## src/pfrt_pkg.sv

```systemverilog
// ----------------------------------------------------------------------------
// pfrt_pkg
// shared constants, codes and types of the page frame replacement table
// ----------------------------------------------------------------------------
package pfrt_pkg;

  localparam int NUM_FRAMES = 16;
  localparam int IDX_W      = (NUM_FRAMES > 1) ? $clog2(NUM_FRAMES) : 1;
  localparam int CNT_W      = $clog2(NUM_FRAMES + 1);
  localparam int PAGE_W     = 24;
  localparam int PIN_W      = 8;
  localparam int WORD_W     = 32;
  localparam int FI_W       = 4;
  localparam int OP_W       = 3;
  localparam int ST_W       = 3;

  localparam logic [OP_W-1:0] OP_PIN      = 3'd0;
  localparam logic [OP_W-1:0] OP_UNPIN    = 3'd1;
  localparam logic [OP_W-1:0] OP_DIRTY    = 3'd2;
  localparam logic [OP_W-1:0] OP_FORCE    = 3'd3;
  localparam logic [OP_W-1:0] OP_FLUSH    = 3'd4;
  localparam logic [OP_W-1:0] OP_SHUTDOWN = 3'd5;
  localparam logic [OP_W-1:0] OP_QUERY    = 3'd6;

  localparam logic [ST_W-1:0] ST_OK         = 3'd0;
  localparam logic [ST_W-1:0] ST_NO_UNPIN   = 3'd1;
  localparam logic [ST_W-1:0] ST_NOT_RES    = 3'd2;
  localparam logic [ST_W-1:0] ST_EMPTY      = 3'd3;
  localparam logic [ST_W-1:0] ST_PINNED_END = 3'd4;

  localparam logic [1:0] POL_FIFO = 2'd0;
  localparam logic [1:0] POL_LRU  = 2'd1;
  localparam logic [1:0] POL_LFU  = 2'd2;

  localparam logic REG_POLICY = 1'b0;
  localparam logic REG_FRAMES = 1'b1;

  localparam logic [PIN_W-1:0] PIN_MAX = 8'd255;

  typedef struct packed {
    logic [PAGE_W-1:0] page;
    logic              valid;
    logic [PIN_W-1:0]  pin;
    logic [WORD_W-1:0] value;
  } entry_t;

  typedef struct packed {
    logic hit;
    logic empty;
    logic unpinned;
    logic less;
  } cmp_t;

endpackage

```

## src/pfrt_cmp_unit.sv

```systemverilog
// ----------------------------------------------------------------------------
// pfrt_cmp_unit
// shared compare unit, looks at one frame per cycle for the sequencer
// ----------------------------------------------------------------------------
module pfrt_cmp_unit (
  input  pfrt_pkg::entry_t                  entry,
  input  logic [pfrt_pkg::PAGE_W-1:0]       key,
  input  logic [pfrt_pkg::WORD_W-1:0]       best,
  input  logic                              best_found,
  output pfrt_pkg::cmp_t                    res
);

  always_comb begin
    res.hit      = entry.valid && (entry.page == key);
    res.empty    = !entry.valid;
    res.unpinned = (entry.pin == '0);
    // candidate beats the best so far (strict, so frames scanned earlier win ties)
    res.less     = res.unpinned && (!best_found || (entry.value < best));
  end

endmodule

```

## src/page_frame_replacement_table.sv

```systemverilog
// ----------------------------------------------------------------------------
// page_frame_replacement_table
// frame table bookkeeping of a buffer pool with fifo, lru and lfu replacement
// ----------------------------------------------------------------------------
// One request is taken at a time; in_stall stays high until its last result
// beat has been loaded into the output register. A small sequencer walks the
// frames in use one per cycle through a single shared compare unit. Unpin,
// mark dirty and force go through accept, one pass and decide; pin goes
// through accept, a pointer step, one pass and decide, and the pointer step
// repeats while a rotating pointer has to be wrapped back into a pool that
// has shrunk; a pin miss adds a fill step, and under fifo or lfu with no empty
// frame a second pass from the rotating pointer before it; flush all and
// shutdown go through accept, one pass that emits the write-back beats as it
// goes, and a closing beat; query and unknown opcodes go through accept and
// decide. Stalls on the output channel hold the decide, fill, write-back and
// closing steps. The frame table sits in flip-flops and the valid bits clear
// at once on reset and at shutdown, so there is no clearing pass.
// ----------------------------------------------------------------------------
module page_frame_replacement_table (
  input  logic                              clk,
  input  logic                              rst,
  // configuration writes
  input  logic                              cfg_valid,
  output logic                              cfg_ready,
  input  logic                              cfg_index,
  input  logic [4:0]                        cfg_data,
  // request channel
  input  logic                              in_valid,
  output logic                              in_stall,
  input  logic [pfrt_pkg::OP_W-1:0]         opcode,
  input  logic [pfrt_pkg::PAGE_W-1:0]       page_number,
  input  logic [3:0]                        frame_select,
  // result channel
  output logic                              out_valid,
  input  logic                              out_stall,
  output logic [pfrt_pkg::FI_W-1:0]         frame_index,
  output logic                              read_needed,
  output logic                              write_back,
  output logic [pfrt_pkg::PAGE_W-1:0]       write_page,
  output logic [pfrt_pkg::PAGE_W-1:0]       frame_page,
  output logic [pfrt_pkg::PIN_W-1:0]        pin_count,
  output logic                              dirty_mark,
  output logic [pfrt_pkg::ST_W-1:0]         status,
  output logic [pfrt_pkg::WORD_W-1:0]       reads_total,
  output logic [pfrt_pkg::WORD_W-1:0]       writes_total,
  output logic                              last
);

  localparam int IW = pfrt_pkg::IDX_W;
  localparam int CW = pfrt_pkg::CNT_W;
  localparam int NF = pfrt_pkg::NUM_FRAMES;
  localparam logic [pfrt_pkg::PIN_W-1:0] PIN_W_ONE = 8'd1;

  typedef enum logic [2:0] {
    S_IDLE, S_MOD, S_SCAN1, S_DECIDE, S_SCAN2, S_FILL, S_FLUSH, S_CLOSE
  } state_t;

  // frame table
  logic [pfrt_pkg::PAGE_W-1:0] frame_pages [NF];
  logic                        frame_valid [NF];
  logic [pfrt_pkg::PIN_W-1:0]  pin_counts  [NF];
  logic                        dirty_marks [NF];
  logic [pfrt_pkg::WORD_W-1:0] use_stamps  [NF];
  logic [pfrt_pkg::WORD_W-1:0] use_counts  [NF];

  logic [pfrt_pkg::WORD_W-1:0] access_clock, read_counter, write_counter;
  logic [IW-1:0]               fifo_pointer, lfu_pointer;
  logic [1:0]                  policy;
  logic [4:0]                  frames_in_use;

  state_t                      state;
  logic [pfrt_pkg::OP_W-1:0]   op_r;
  logic [pfrt_pkg::PAGE_W-1:0] page_r;
  logic [3:0]                  sel_r;
  logic [CW-1:0]               n_r;
  logic [IW-1:0]               fptr, lptr;
  logic [IW-1:0]               idx;
  logic [CW-1:0]               step;
  logic                        hit_f, emp_f, vf, pinned_f, lfu_scan;
  logic [IW-1:0]               hit_i, emp_i, vi;
  logic [pfrt_pkg::WORD_W-1:0] best;

  logic                        out_free;
  logic [CW-1:0]               n_calc;
  logic [IW-1:0]               idx_wrap;
  logic                        idx_last, step_last;
  logic [1:0]                  pol_eff;
  pfrt_pkg::entry_t            entry;
  pfrt_pkg::cmp_t              cmp;

  assign cfg_ready = 1'b1;
  assign in_stall  = (state != S_IDLE);
  assign out_free  = !out_valid || !out_stall;
  // policy three acts as fifo
  assign pol_eff   = (policy == 2'd3) ? pfrt_pkg::POL_FIFO : policy;

  always_comb begin
    if (frames_in_use == '0) begin
      n_calc = CW'(1);
    end else if (32'(frames_in_use) > NF) begin
      n_calc = CW'(NF);
    end else begin
      n_calc = CW'(frames_in_use);
    end
  end

  assign idx_last  = (CW'(idx) == n_r - CW'(1));
  assign idx_wrap  = idx_last ? '0 : idx + IW'(1);
  assign step_last = (step == n_r - CW'(1));

  // scan pass one ranks stamps, pass two ranks use counts under lfu (zero otherwise)
  always_comb begin
    entry.page  = frame_pages[idx];
    entry.valid = frame_valid[idx];
    entry.pin   = pin_counts[idx];
    if (state == S_SCAN2 && lfu_scan) begin
      entry.value = use_counts[idx];
    end else if (state == S_SCAN2) begin
      entry.value = '0;
    end else begin
      entry.value = use_stamps[idx];
    end
  end

  pfrt_cmp_unit u_cmp (
    .entry      (entry),
    .key        (page_r),
    .best       (best),
    .best_found (vf),
    .res        (cmp)
  );

  always_ff @(posedge clk) begin
    if (rst) begin
      state         <= S_IDLE;
      out_valid     <= 1'b0;
      access_clock  <= '0;
      read_counter  <= '0;
      write_counter <= '0;
      fifo_pointer  <= '0;
      lfu_pointer   <= '0;
      policy        <= pfrt_pkg::POL_FIFO;
      frames_in_use <= 5'd16;
      for (int k = 0; k < NF; k++) begin
        frame_valid[k] <= 1'b0;
        pin_counts[k]  <= '0;
        dirty_marks[k] <= 1'b0;
        use_stamps[k]  <= '0;
        use_counts[k]  <= '0;
      end
    end else begin
      if (out_valid && !out_stall) begin
        out_valid <= 1'b0;
      end

      if (cfg_valid) begin
        case (cfg_index)
          pfrt_pkg::REG_POLICY: policy        <= cfg_data[1:0];
          pfrt_pkg::REG_FRAMES: frames_in_use <= cfg_data;
          default: ;
        endcase
      end

      case (state)
        S_IDLE: begin
          if (in_valid) begin
            op_r     <= opcode;
            page_r   <= page_number;
            sel_r    <= frame_select;
            n_r      <= n_calc;
            fptr     <= fifo_pointer;
            lptr     <= lfu_pointer;
            idx      <= '0;
            hit_f    <= 1'b0;
            emp_f    <= 1'b0;
            vf       <= 1'b0;
            pinned_f <= 1'b0;
            case (opcode)
              pfrt_pkg::OP_PIN:                    state <= S_MOD;
              pfrt_pkg::OP_UNPIN, pfrt_pkg::OP_DIRTY,
              pfrt_pkg::OP_FORCE:                  state <= S_SCAN1;
              pfrt_pkg::OP_FLUSH,
              pfrt_pkg::OP_SHUTDOWN:               state <= S_FLUSH;
              default:                             state <= S_DECIDE;
            endcase
          end
        end

        // bring working copies of both pointers below the pool size
        S_MOD: begin
          if ({1'b0, CW'(fptr)} >= {1'b0, n_r}) begin
            fptr <= IW'(CW'(fptr) - n_r);
          end
          if ({1'b0, CW'(lptr)} >= {1'b0, n_r}) begin
            lptr <= IW'(CW'(lptr) - n_r);
          end
          if (CW'(fptr) < n_r && CW'(lptr) < n_r) begin
            state <= S_SCAN1;
          end
        end

        // hit, first empty frame and lru candidate in one pass
        S_SCAN1: begin
          if (cmp.hit && !hit_f) begin
            hit_f <= 1'b1;
            hit_i <= idx;
          end
          if (cmp.empty && !emp_f) begin
            emp_f <= 1'b1;
            emp_i <= idx;
          end
          if (cmp.less) begin
            vf   <= 1'b1;
            vi   <= idx;
            best <= entry.value;
          end
          idx <= idx_wrap;
          if (idx_last) begin
            state <= S_DECIDE;
          end
        end

        S_DECIDE: begin
          if (out_free) begin
            out_valid   <= 1'b1;
            last        <= 1'b1;
            read_needed <= 1'b0;
            write_back  <= 1'b0;
            write_page  <= '0;
            frame_index <= '0;
            frame_page  <= '0;
            pin_count   <= '0;
            dirty_mark  <= 1'b0;
            status      <= pfrt_pkg::ST_OK;
            reads_total <= read_counter;
            writes_total <= write_counter;
            state       <= S_IDLE;
            case (op_r)
              pfrt_pkg::OP_PIN: begin
                if (hit_f) begin
                  if (pin_counts[hit_i] != pfrt_pkg::PIN_MAX) begin
                    pin_counts[hit_i] <= pin_counts[hit_i] + 1'b1;
                    pin_count         <= pin_counts[hit_i] + 1'b1;
                  end else begin
                    pin_count         <= pin_counts[hit_i];
                  end
                  access_clock <= access_clock + 1'b1;
                  if (pol_eff == pfrt_pkg::POL_LRU) begin
                    use_stamps[hit_i] <= access_clock + 1'b1;
                  end
                  if (pol_eff == pfrt_pkg::POL_LFU) begin
                    use_counts[hit_i] <= use_counts[hit_i] + 1'b1;
                  end
                  frame_index <= pfrt_pkg::FI_W'(hit_i);
                  frame_page  <= frame_pages[hit_i];
                  dirty_mark  <= dirty_marks[hit_i];
                end else begin
                  // no beat yet, the fill step reports
                  out_valid <= 1'b0;
                  lfu_scan  <= 1'b0;
                  if (emp_f) begin
                    vf    <= 1'b1;
                    vi    <= emp_i;
                    state <= S_FILL;
                  end else if (pol_eff == pfrt_pkg::POL_LRU) begin
                    state <= S_FILL;
                  end else begin
                    vf       <= 1'b0;
                    step     <= '0;
                    lfu_scan <= (pol_eff == pfrt_pkg::POL_LFU);
                    idx      <= (pol_eff == pfrt_pkg::POL_LFU) ? lptr : fptr;
                    state    <= S_SCAN2;
                  end
                end
              end
              pfrt_pkg::OP_UNPIN, pfrt_pkg::OP_DIRTY, pfrt_pkg::OP_FORCE: begin
                if (!hit_f) begin
                  status <= pfrt_pkg::ST_NOT_RES;
                end else begin
                  frame_index <= pfrt_pkg::FI_W'(hit_i);
                  frame_page  <= frame_pages[hit_i];
                  pin_count   <= pin_counts[hit_i];
                  dirty_mark  <= dirty_marks[hit_i];
                  if (op_r == pfrt_pkg::OP_UNPIN) begin
                    if (pin_counts[hit_i] != '0) begin
                      pin_counts[hit_i] <= pin_counts[hit_i] - 1'b1;
                      pin_count         <= pin_counts[hit_i] - 1'b1;
                    end
                  end else if (op_r == pfrt_pkg::OP_DIRTY) begin
                    dirty_marks[hit_i] <= 1'b1;
                    dirty_mark         <= 1'b1;
                  end else begin
                    dirty_marks[hit_i] <= 1'b0;
                    dirty_mark         <= 1'b0;
                    write_back         <= 1'b1;
                    write_page         <= frame_pages[hit_i];
                    write_counter      <= write_counter + 1'b1;
                    writes_total       <= write_counter + 1'b1;
                  end
                end
              end
              pfrt_pkg::OP_QUERY: begin
                frame_index <= sel_r;
                if ((CW + 4)'(sel_r) >= (CW + 4)'(n_r) ||
                    !frame_valid[IW'(sel_r)]) begin
                  status <= pfrt_pkg::ST_EMPTY;
                end else begin
                  frame_page <= frame_pages[IW'(sel_r)];
                  pin_count  <= pin_counts[IW'(sel_r)];
                  dirty_mark <= dirty_marks[IW'(sel_r)];
                end
              end
              default: ;
            endcase
          end
        end

        // victim search from the rotating pointer
        S_SCAN2: begin
          if (lfu_scan) begin
            if (cmp.less) begin
              vf   <= 1'b1;
              vi   <= idx;
              best <= entry.value;
            end
          end else if (cmp.unpinned && !vf) begin
            vf <= 1'b1;
            vi <= idx;
          end
          idx  <= idx_wrap;
          step <= step + CW'(1);
          if (step_last) begin
            state <= S_FILL;
          end
        end

        S_FILL: begin
          if (out_free) begin
            out_valid   <= 1'b1;
            last        <= 1'b1;
            read_needed <= 1'b0;
            write_back  <= 1'b0;
            write_page  <= '0;
            frame_index <= '0;
            frame_page  <= '0;
            pin_count   <= '0;
            dirty_mark  <= 1'b0;
            status      <= pfrt_pkg::ST_NO_UNPIN;
            reads_total <= read_counter;
            writes_total <= write_counter;
            state       <= S_IDLE;
            if (vf) begin
              status       <= pfrt_pkg::ST_OK;
              read_needed  <= 1'b1;
              frame_index  <= pfrt_pkg::FI_W'(vi);
              frame_page   <= page_r;
              pin_count    <= PIN_W_ONE;
              if (dirty_marks[vi]) begin
                write_back    <= 1'b1;
                write_page    <= frame_pages[vi];
                write_counter <= write_counter + 1'b1;
                writes_total  <= write_counter + 1'b1;
              end
              if (lfu_scan) begin
                lfu_pointer <= (CW'(vi) == n_r - CW'(1)) ? '0 : vi + IW'(1);
              end
              fifo_pointer    <= (CW'(fptr) == n_r - CW'(1)) ? '0
                                 : fptr + IW'(1);
              frame_pages[vi] <= page_r;
              frame_valid[vi] <= 1'b1;
              pin_counts[vi]  <= PIN_W_ONE;
              dirty_marks[vi] <= 1'b0;
              use_counts[vi]  <= '0;
              use_stamps[vi]  <= access_clock + 1'b1;
              access_clock    <= access_clock + 1'b1;
              read_counter    <= read_counter + 1'b1;
              reads_total     <= read_counter + 1'b1;
            end
          end
        end

        // one beat per dirty unpinned frame
        S_FLUSH: begin
          if (frame_valid[idx] && pin_counts[idx] != '0) begin
            pinned_f <= 1'b1;
          end
          if (frame_valid[idx] && dirty_marks[idx] && pin_counts[idx] == '0) begin
            if (out_free) begin
              out_valid     <= 1'b1;
              last          <= 1'b0;
              read_needed   <= 1'b0;
              write_back    <= 1'b1;
              write_page    <= frame_pages[idx];
              frame_index   <= pfrt_pkg::FI_W'(idx);
              frame_page    <= frame_pages[idx];
              pin_count     <= pin_counts[idx];
              dirty_mark    <= 1'b0;
              status        <= pfrt_pkg::ST_OK;
              reads_total   <= read_counter;
              writes_total  <= write_counter + 1'b1;
              write_counter <= write_counter + 1'b1;
              dirty_marks[idx] <= 1'b0;
              idx <= idx_wrap;
              if (idx_last) begin
                state <= S_CLOSE;
              end
            end
          end else begin
            idx <= idx_wrap;
            if (idx_last) begin
              state <= S_CLOSE;
            end
          end
        end

        S_CLOSE: begin
          if (out_free) begin
            out_valid    <= 1'b1;
            last         <= 1'b1;
            read_needed  <= 1'b0;
            write_back   <= 1'b0;
            write_page   <= '0;
            frame_index  <= '0;
            frame_page   <= '0;
            pin_count    <= '0;
            dirty_mark   <= 1'b0;
            status       <= (op_r == pfrt_pkg::OP_SHUTDOWN && pinned_f)
                            ? pfrt_pkg::ST_PINNED_END : pfrt_pkg::ST_OK;
            reads_total  <= read_counter;
            writes_total <= write_counter;
            state        <= S_IDLE;
            if (op_r == pfrt_pkg::OP_SHUTDOWN) begin
              access_clock <= '0;
              fifo_pointer <= '0;
              lfu_pointer  <= '0;
              for (int k = 0; k < NF; k++) begin
                frame_valid[k] <= 1'b0;
                pin_counts[k]  <= '0;
                dirty_marks[k] <= 1'b0;
                use_stamps[k]  <= '0;
                use_counts[k]  <= '0;
              end
            end
          end
        end

        default: state <= S_IDLE;
      endcase
    end
  end

  // scans never walk past the pool
  a_scan_in_pool: assert property (@(posedge clk) disable iff (rst)
    (state == S_SCAN1 || state == S_SCAN2 || state == S_FLUSH) |-> (CW'(idx) < n_r))
    else $error("scan index beyond pool");

  // fifo pointer stays inside the pool after a fill
  a_fifo_wrap: assert property (@(posedge clk) disable iff (rst)
    (state == S_FILL && out_free && vf) |=> (CW'(fifo_pointer) < n_r))
    else $error("fifo pointer out of pool");

  // write counter moves by at most one per cycle
  a_wc_step: assert property (@(posedge clk) disable iff (rst)
    !$past(rst) |-> (write_counter == $past(write_counter) ||
                     write_counter == $past(write_counter) + 1'b1))
    else $error("write counter jumped");

  // a read beat always hands back a frame pinned once
  a_read_pin: assert property (@(posedge clk) disable iff (rst)
    (out_valid && read_needed) |-> (pin_count == PIN_W_ONE && last))
    else $error("read beat with bad pin count");

endmodule
```

## config.mk

```make
export PLATFORM = sky130hd
export DESIGN_NAME = page_frame_replacement_table
export DESIGN_NICKNAME = d
export VERILOG_FILES = /design/src/pfrt_pkg.sv /design/src/pfrt_cmp_unit.sv /design/src/page_frame_replacement_table.sv
export SDC_FILE = /design/constraint.sdc
export NUM_CORES = 2
export LEC_CHECK = 0
export BUFFER_PORTS_ARGS = -buffer_cell sky130_fd_sc_hd__buf_4
export CAP_MARGIN = 20
export CORE_MARGIN = 5
export CORE_UTILIZATION = 30
export DETAILED_ROUTE_END_ITERATION = 16
export MAX_ROUTING_LAYER = met4
export REMOVE_ABC_BUFFERS = 1
export SYNTH_ARGS = -nofsm -noshare
export SYNTH_HDL_FRONTEND = slang
export SYNTH_SLANG_ARGS = --single-unit
```

## constraint.sdc

```tcl
create_clock -name clk -period 8.8 [get_ports clk]
set_clock_uncertainty 0.15 [all_clocks]
set_input_delay 1.32 -clock clk [delete_from_list [all_inputs] [get_ports clk]]
set_output_delay 1.32 -clock clk [all_outputs]
set_load 0.05 [all_outputs]
```

==> Yosys cells after proc, flatten, opt, wreduce, memory -nomap -nowiden <==
Memories as Yosys holds them, arrays and structs flattened. A register that Yosys moved wholly into a read port is not among the register bits.
Cells that the tools add are included.
{ "totals": {"latch_bits": 0, "ram_bits": 1568, "rom_bits": 0, "out_inout_bits": 134, "register_bits": 348, "memories": 6, "inputBits": 42} }
{ "mem_list": {"columns": ["name", "depth", "width", "rd", "rd_ports_with_merged_regs", "write_ports", "line_no", "rtl"], "rows": [
  ["use_counts", 16, 32, 2, 2, 16, "page_frame_replacement_table.sv:64", "logic [pfrt_pkg::WORD_W-1:0] use_counts [NF];"],
  ["use_stamps", 16, 32, 1, 1, 16, "page_frame_replacement_table.sv:63", "logic [pfrt_pkg::WORD_W-1:0] use_stamps [NF];"],
  ["frame_pages", 16, 24, 4, 4, 1, "page_frame_replacement_table.sv:59", "logic [pfrt_pkg::PAGE_W-1:0] frame_pages [NF];"],
  ["pin_counts", 16, 8, 3, 3, 16, "page_frame_replacement_table.sv:61", "logic [pfrt_pkg::PIN_W-1:0] pin_counts [NF];"],
  ["dirty_marks", 16, 1, 4, 4, 16, "page_frame_replacement_table.sv:62", "logic dirty_marks [NF];"],
  ["frame_valid", 16, 1, 2, 2, 16, "page_frame_replacement_table.sv:60", "logic frame_valid [NF];"]
]} }
{ "classes": {"eq_ne": 55, "n_lt_le_gt_ge": 7, "reduce_logical": 91, "n_div": 0, "n_mux": 378, "n_addsub": 13, "bitwise_logic": 85, "multipliers": 0, "n_shift": 0} }
{ "op_table": {"columns": ["cell", "count"], "rows": [
  ["$mux W32", 62],
  ["$mux W24", 16],
  ["$pmux W32 S3", 3],
  ["$mux W4", 63],
  ["$mux W8", 30],
  ["$pmux W24 S4", 2],
  ["$mux W1", 149],
  ["$add A32 B1 Y32 const B", 4],
  ["$pmux W32 S4", 1],
  ["$reduce_or A32 Y1", 4],
  ["$or A1 B1 Y1", 82],
  ["$pmux W32 S2", 1],
  ["$mux W3", 16],
  ["$pmux W24 S2", 1],
  ["$ne A2 B2 Y1 const B", 23],
  ["$pmux W4 S2", 5],
  ["$lt A32 B32 Y1", 1],
  ["$pmux W4 S4", 2],
  ["$pmux W8 S4", 1],
  ["$mux W5", 6],
  ["$reduce_and A4 Y1", 7],
  ["$reduce_and A7 Y1", 4],
  ["$eq A24 B24 Y1", 1],
  ["$eq A3 B3 Y1 const B", 8],
  ["other kinds (52)", 137]
]} }

==> Logic depth before layout (Yosys ltp) <==
{ "logic_depth": {"ltp_word": 14, "ltp_mapped": 22} }

==> Hierarchy <==
From an unflattened synthesis, not the netlist that was laid out.
{ "hier_totals": {"cells_unflattened": 6881, "area_unflattened_um2": 100861.7} }
{ "modules_own_cells": {"columns": ["mod", "instances", "seq_area_each_um2", "cells_each", "area_per_inst_um2"], "rows": [
  ["page_frame_replacement_table", 1, 56544.2, 6733, 99775.7],
  ["pfrt_cmp_unit", 1, 0.0, 148, 1086.0]
]} }

==> Worst setup path before layout <==
No wires, ideal clock.
{ "synth_timing": {"path_type": "reg2reg", "from": "reg with a tool-made name", "to": "reg frame_index[0] (netlist name), enable pin", "arrival_time_ns": 7.098, "path_buffers": 4, "t_required_ns": 8.068, "path_stages_with_launch": 13, "path_slack_ns": 0.970, "period_less_slack_ns": 7.830, "cell_sequence": "dfxtp_1 -> buf_6 -> buf_6 -> buf_4 -> mux4_2 -> a22oi_1 -> nand2_1 -> nor4_1 -> nand2_1 -> buf_2 -> nor3_1 -> o21ai_0 -> a21oi_1"} }
{ "synth_rtl": {"columns": ["element", "line_no", "rtl"], "rows": [
  ["to (signal assigned)", "page_frame_replacement_table.sv:254", "frame_index <= pfrt_pkg::FI_W'(hit_i);"],
  ["to (signal assigned)", "page_frame_replacement_table.sv:280", "frame_index <= pfrt_pkg::FI_W'(hit_i);"],
  ["to (signal assigned)", "page_frame_replacement_table.sv:303", "frame_index <= sel_r;"],
  ["to (decl)", "page_frame_replacement_table.sv:36", "output logic [pfrt_pkg::FI_W-1:0] frame_index,"]
]} }

==> impl_metrics.json <==
{
  "gp_congestion": 0.878,
  "drive_gt1_share_pct": 26.5,
  "post_drt_via_cell_ratio": 5.80,
  "final_nets": 7258,
  "antenna_found_initial": 7,
  "cts_buffers": 211,
  "vias": 68700,
  "clock-sinks": 1932,
  "powerDensity_nw_per_um2": 247,
  "first_global_vias": 67900,
  "ys_types": 93,
  "place_ws_ns": 2.55,
  "initial_utilization_pct": 30.2,
  "stdcell_area_um2": 115000,
  "cts-root-buf": "clkbuf_16",
  "die_x_um": 592,
  "drt-total-wl_um": 335000,
  "crit_required_ns": 9.16,
  "fp.dieH_um": 592,
  "synth_ff_type": "edfxtp_1",
  "synthTopCellsByCount": "edfxtp_1, nor2_1, mux4_2",
  "rsz0062_at_grt": "false",
  "drt_iter0_markers": 9578,
  "grt_pass1_wl_um": 485000,
  "synth_edf_count": 1785,
  "drc": 0,
  "cp-end-kind": "flop",
  "dieArea_um2": 351000,
  "hold_class": "reg2reg",
  "ys_top_cells_by_area": "edfxtp_1, mux4_2, nor2_1, dfxtp_1, clkbuf_1",
  "tightestPinTransition_ns": 1.17,
  "grt_overflow_total": 0,
  "max-cap-violations": 0,
  "core.rowCount": 213,
  "hold_viol_final": 0,
  "peakVddDrop_mv": 0.227,
  "syn_area_um2": 102000,
  "ys_ff_latch": 1932,
  "tns_ns": 0,
  "slowest_delay_ns": 0.96,
  "worst_slack_ns": 2.49,
  "core-area_um2": 337000,
  "synth_cells": 7134,
  "post_cts_buffers": 0,
  "clk_pin_slew_ns": 0.06,
  "place_hpwl_um": 206000,
  "placedCellCount": 11400,
  "syn_avg_cell_area_um2": 14.3,
  "finalCritPeriodShare_pct": 71.7,
  "finalPower_uw": 28500,
  "fmax_mhz": 159,
  "crit_arrival_ns": 6.66,
  "track_usage_pct": 19.1,
  "start_kind": "flop",
  "crit_chain": "buf_12 -> buf_4 -> mux4_2 -> mux4_2 -> nand2_1 -> o21ai_0 -> ha_1 -> nor2b_1 -> o21ai_0 -> o211ai_1 -> a221o_1 -> a211o_1 -> nor4_4 -> buf_4",
  "drt_pass1_iterations": 8,
  "slew_violations": 0,
  "holdBufCountCts": 0,
  "tritoncts": "done",
  "synth_top_area_cell": "edfxtp_1",
  "synth_top_area_share_pct": 52.7,
  "status": "complete, no violations",
  "syn2layout_area_growth_pct": 13.1,
  "slew_headroom_pct": 20.7,
  "cts_resized": 0,
  "stdcell_count": 11800,
  "wl_per_cell_um": 28.3,
  "async_reset_ff_share_pct": 0,
  "critPathKind": "reg2reg",
  "fin_crit_ns": 6.31,
  "cp_max_fo": 39,
  "dpl_cell_area_um2": 108000,
  "grt_max_degree": 122,
  "ant_nets": 0,
  "ys_warn_count": 0,
  "yosys.cell_count.top_type": "edfxtp_1",
  "clock_path_buffers": 4,
  "num_io_pins": 176,
  "slowest_stage": "dfxtp_4",
  "n_fill_cell": 32200,
  "yosysSeqAreaShare_pct": 55.6,
  "ctsHtreeMaxLevel": 4,
  "p_leak_uw": 0.0375,
  "worstSkewPairLatency_ns": 0.90,
  "final-setup-viol-count": 0,
  "port_buffers": 174
}
## cells by family (layout without fill, tap and decap cells)
group                      after synthesis  after routing  synth area share, %
AOI/OAI and AO/OA                      737            737                 4.60
xor gates and xnor gates               207            207                 1.83
adders and majority gates               62             62                0.777
buffers and inverters                  685            874                 2.86
DFF                                   1932           1932                 55.6
muxes                                 1175           1175                 24.6
other                                    1              5              0.00369
and+or+nand+nor                       2335           2335                 9.77
## placed cells by master, fill, tap and decap left out, types with 27 or more instances in the layout
cell and n:
nand3_1 156, and2_1 28, buf_4 383, dfxtp_1 131, xnor2_1 105, a22oi_1 33, a21o_1 37, edfxtp_1 1785
and3_1 43, a21oi_1 214, mux2i_1 71, a211oi_1 27, nor3_1 66, nand2_2 49, clkbuf_1 42, o21ai_0 174
mux2_2 50, clkinv_1 51, inv_1 78, nor2_1 1405, a31oi_1 31, xor2_1 89, ha_1 60, nand2_1 361
mux4_2 1049, clkinv_2 38, clkbuf_16 213, nand4_1 43
## power breakdown
part / internal (µW) / total [µW] / switching (µW)
Combinational: 3800 / 8640 / 4850
Clock: 4900 / 8660 / 3760
Sequential: 10500 / 11200 / 630
Total: 19200 / 28500 / 9240
## flip-flops by register name, summed over array words and instances, names as in the netlist, 24 cells and up, named ones only
register / cells
page_r: 24
frame_page: 24
frame_pages: 384
read_counter: 32
write_page: 24
writes_total: 32
best: 32
reads_total: 32
use_counts: 512
use_stamps: 512
access_clock: 32
pin_counts: 128
write_counter: 32
## worst paths after layout
kind                  startpoint        endpoint  slack (ns)  cells past startpoint
hold reg to reg   frame_valid[0]  frame_valid[0]        0.33                      1
setup / recovery            flop        best[29]        2.49                     14
setup reg to reg            flop        best[29]        2.49                     14
hold / removal    frame_valid[0]  frame_valid[0]        0.33                      1
## routing by layer
layer	up-vias	share of wire (%)	GRT usage, %
li1	27900	-	-
met5	-	0	-
met1	35400	38	25.0
met2	4546	46	29.4
met3	816	11	3.82
met4	0	4.5	7.06
## cell type report
class	count	area [µm²]	area share, %
clock buffers	263	5600	4.87
clock inverters	119	962	0.836
flip-flops and latches	1932	56600	49.2
well taps	4515	5650	4.91
diodes	4	10.0	0.00870
multi-input cells	4517	42600	37.0
inverters	84	323	0.281
repair buffers	408	3340	2.90
## per-stage QoR
step	utilization, %	hold WS [ns]
2_1_floorplan	-	0.283
3_3_place_gp	32.1	0.298
3_5_place_dp	32.1	0.313
4_1_cts	34.1	0.323
5_1_grt	34.1	0.335
6_report	34.1	0.327
## worst max-delay path: cells and delay by family (launching register included)
family / cells / cell delay (ns)
flip-flops: 1 / 0.96
adder cells (fa/ha/maj): 1 / 0.33
AND/OR/NAND/NOR: 3 / 0.45
multiplexers: 2 / 1.09
AO/OA/AOI/OAI: 5 / 1.66
buffers and inverters: 3 / 1.16
Power figures use the tool's default switching activity.
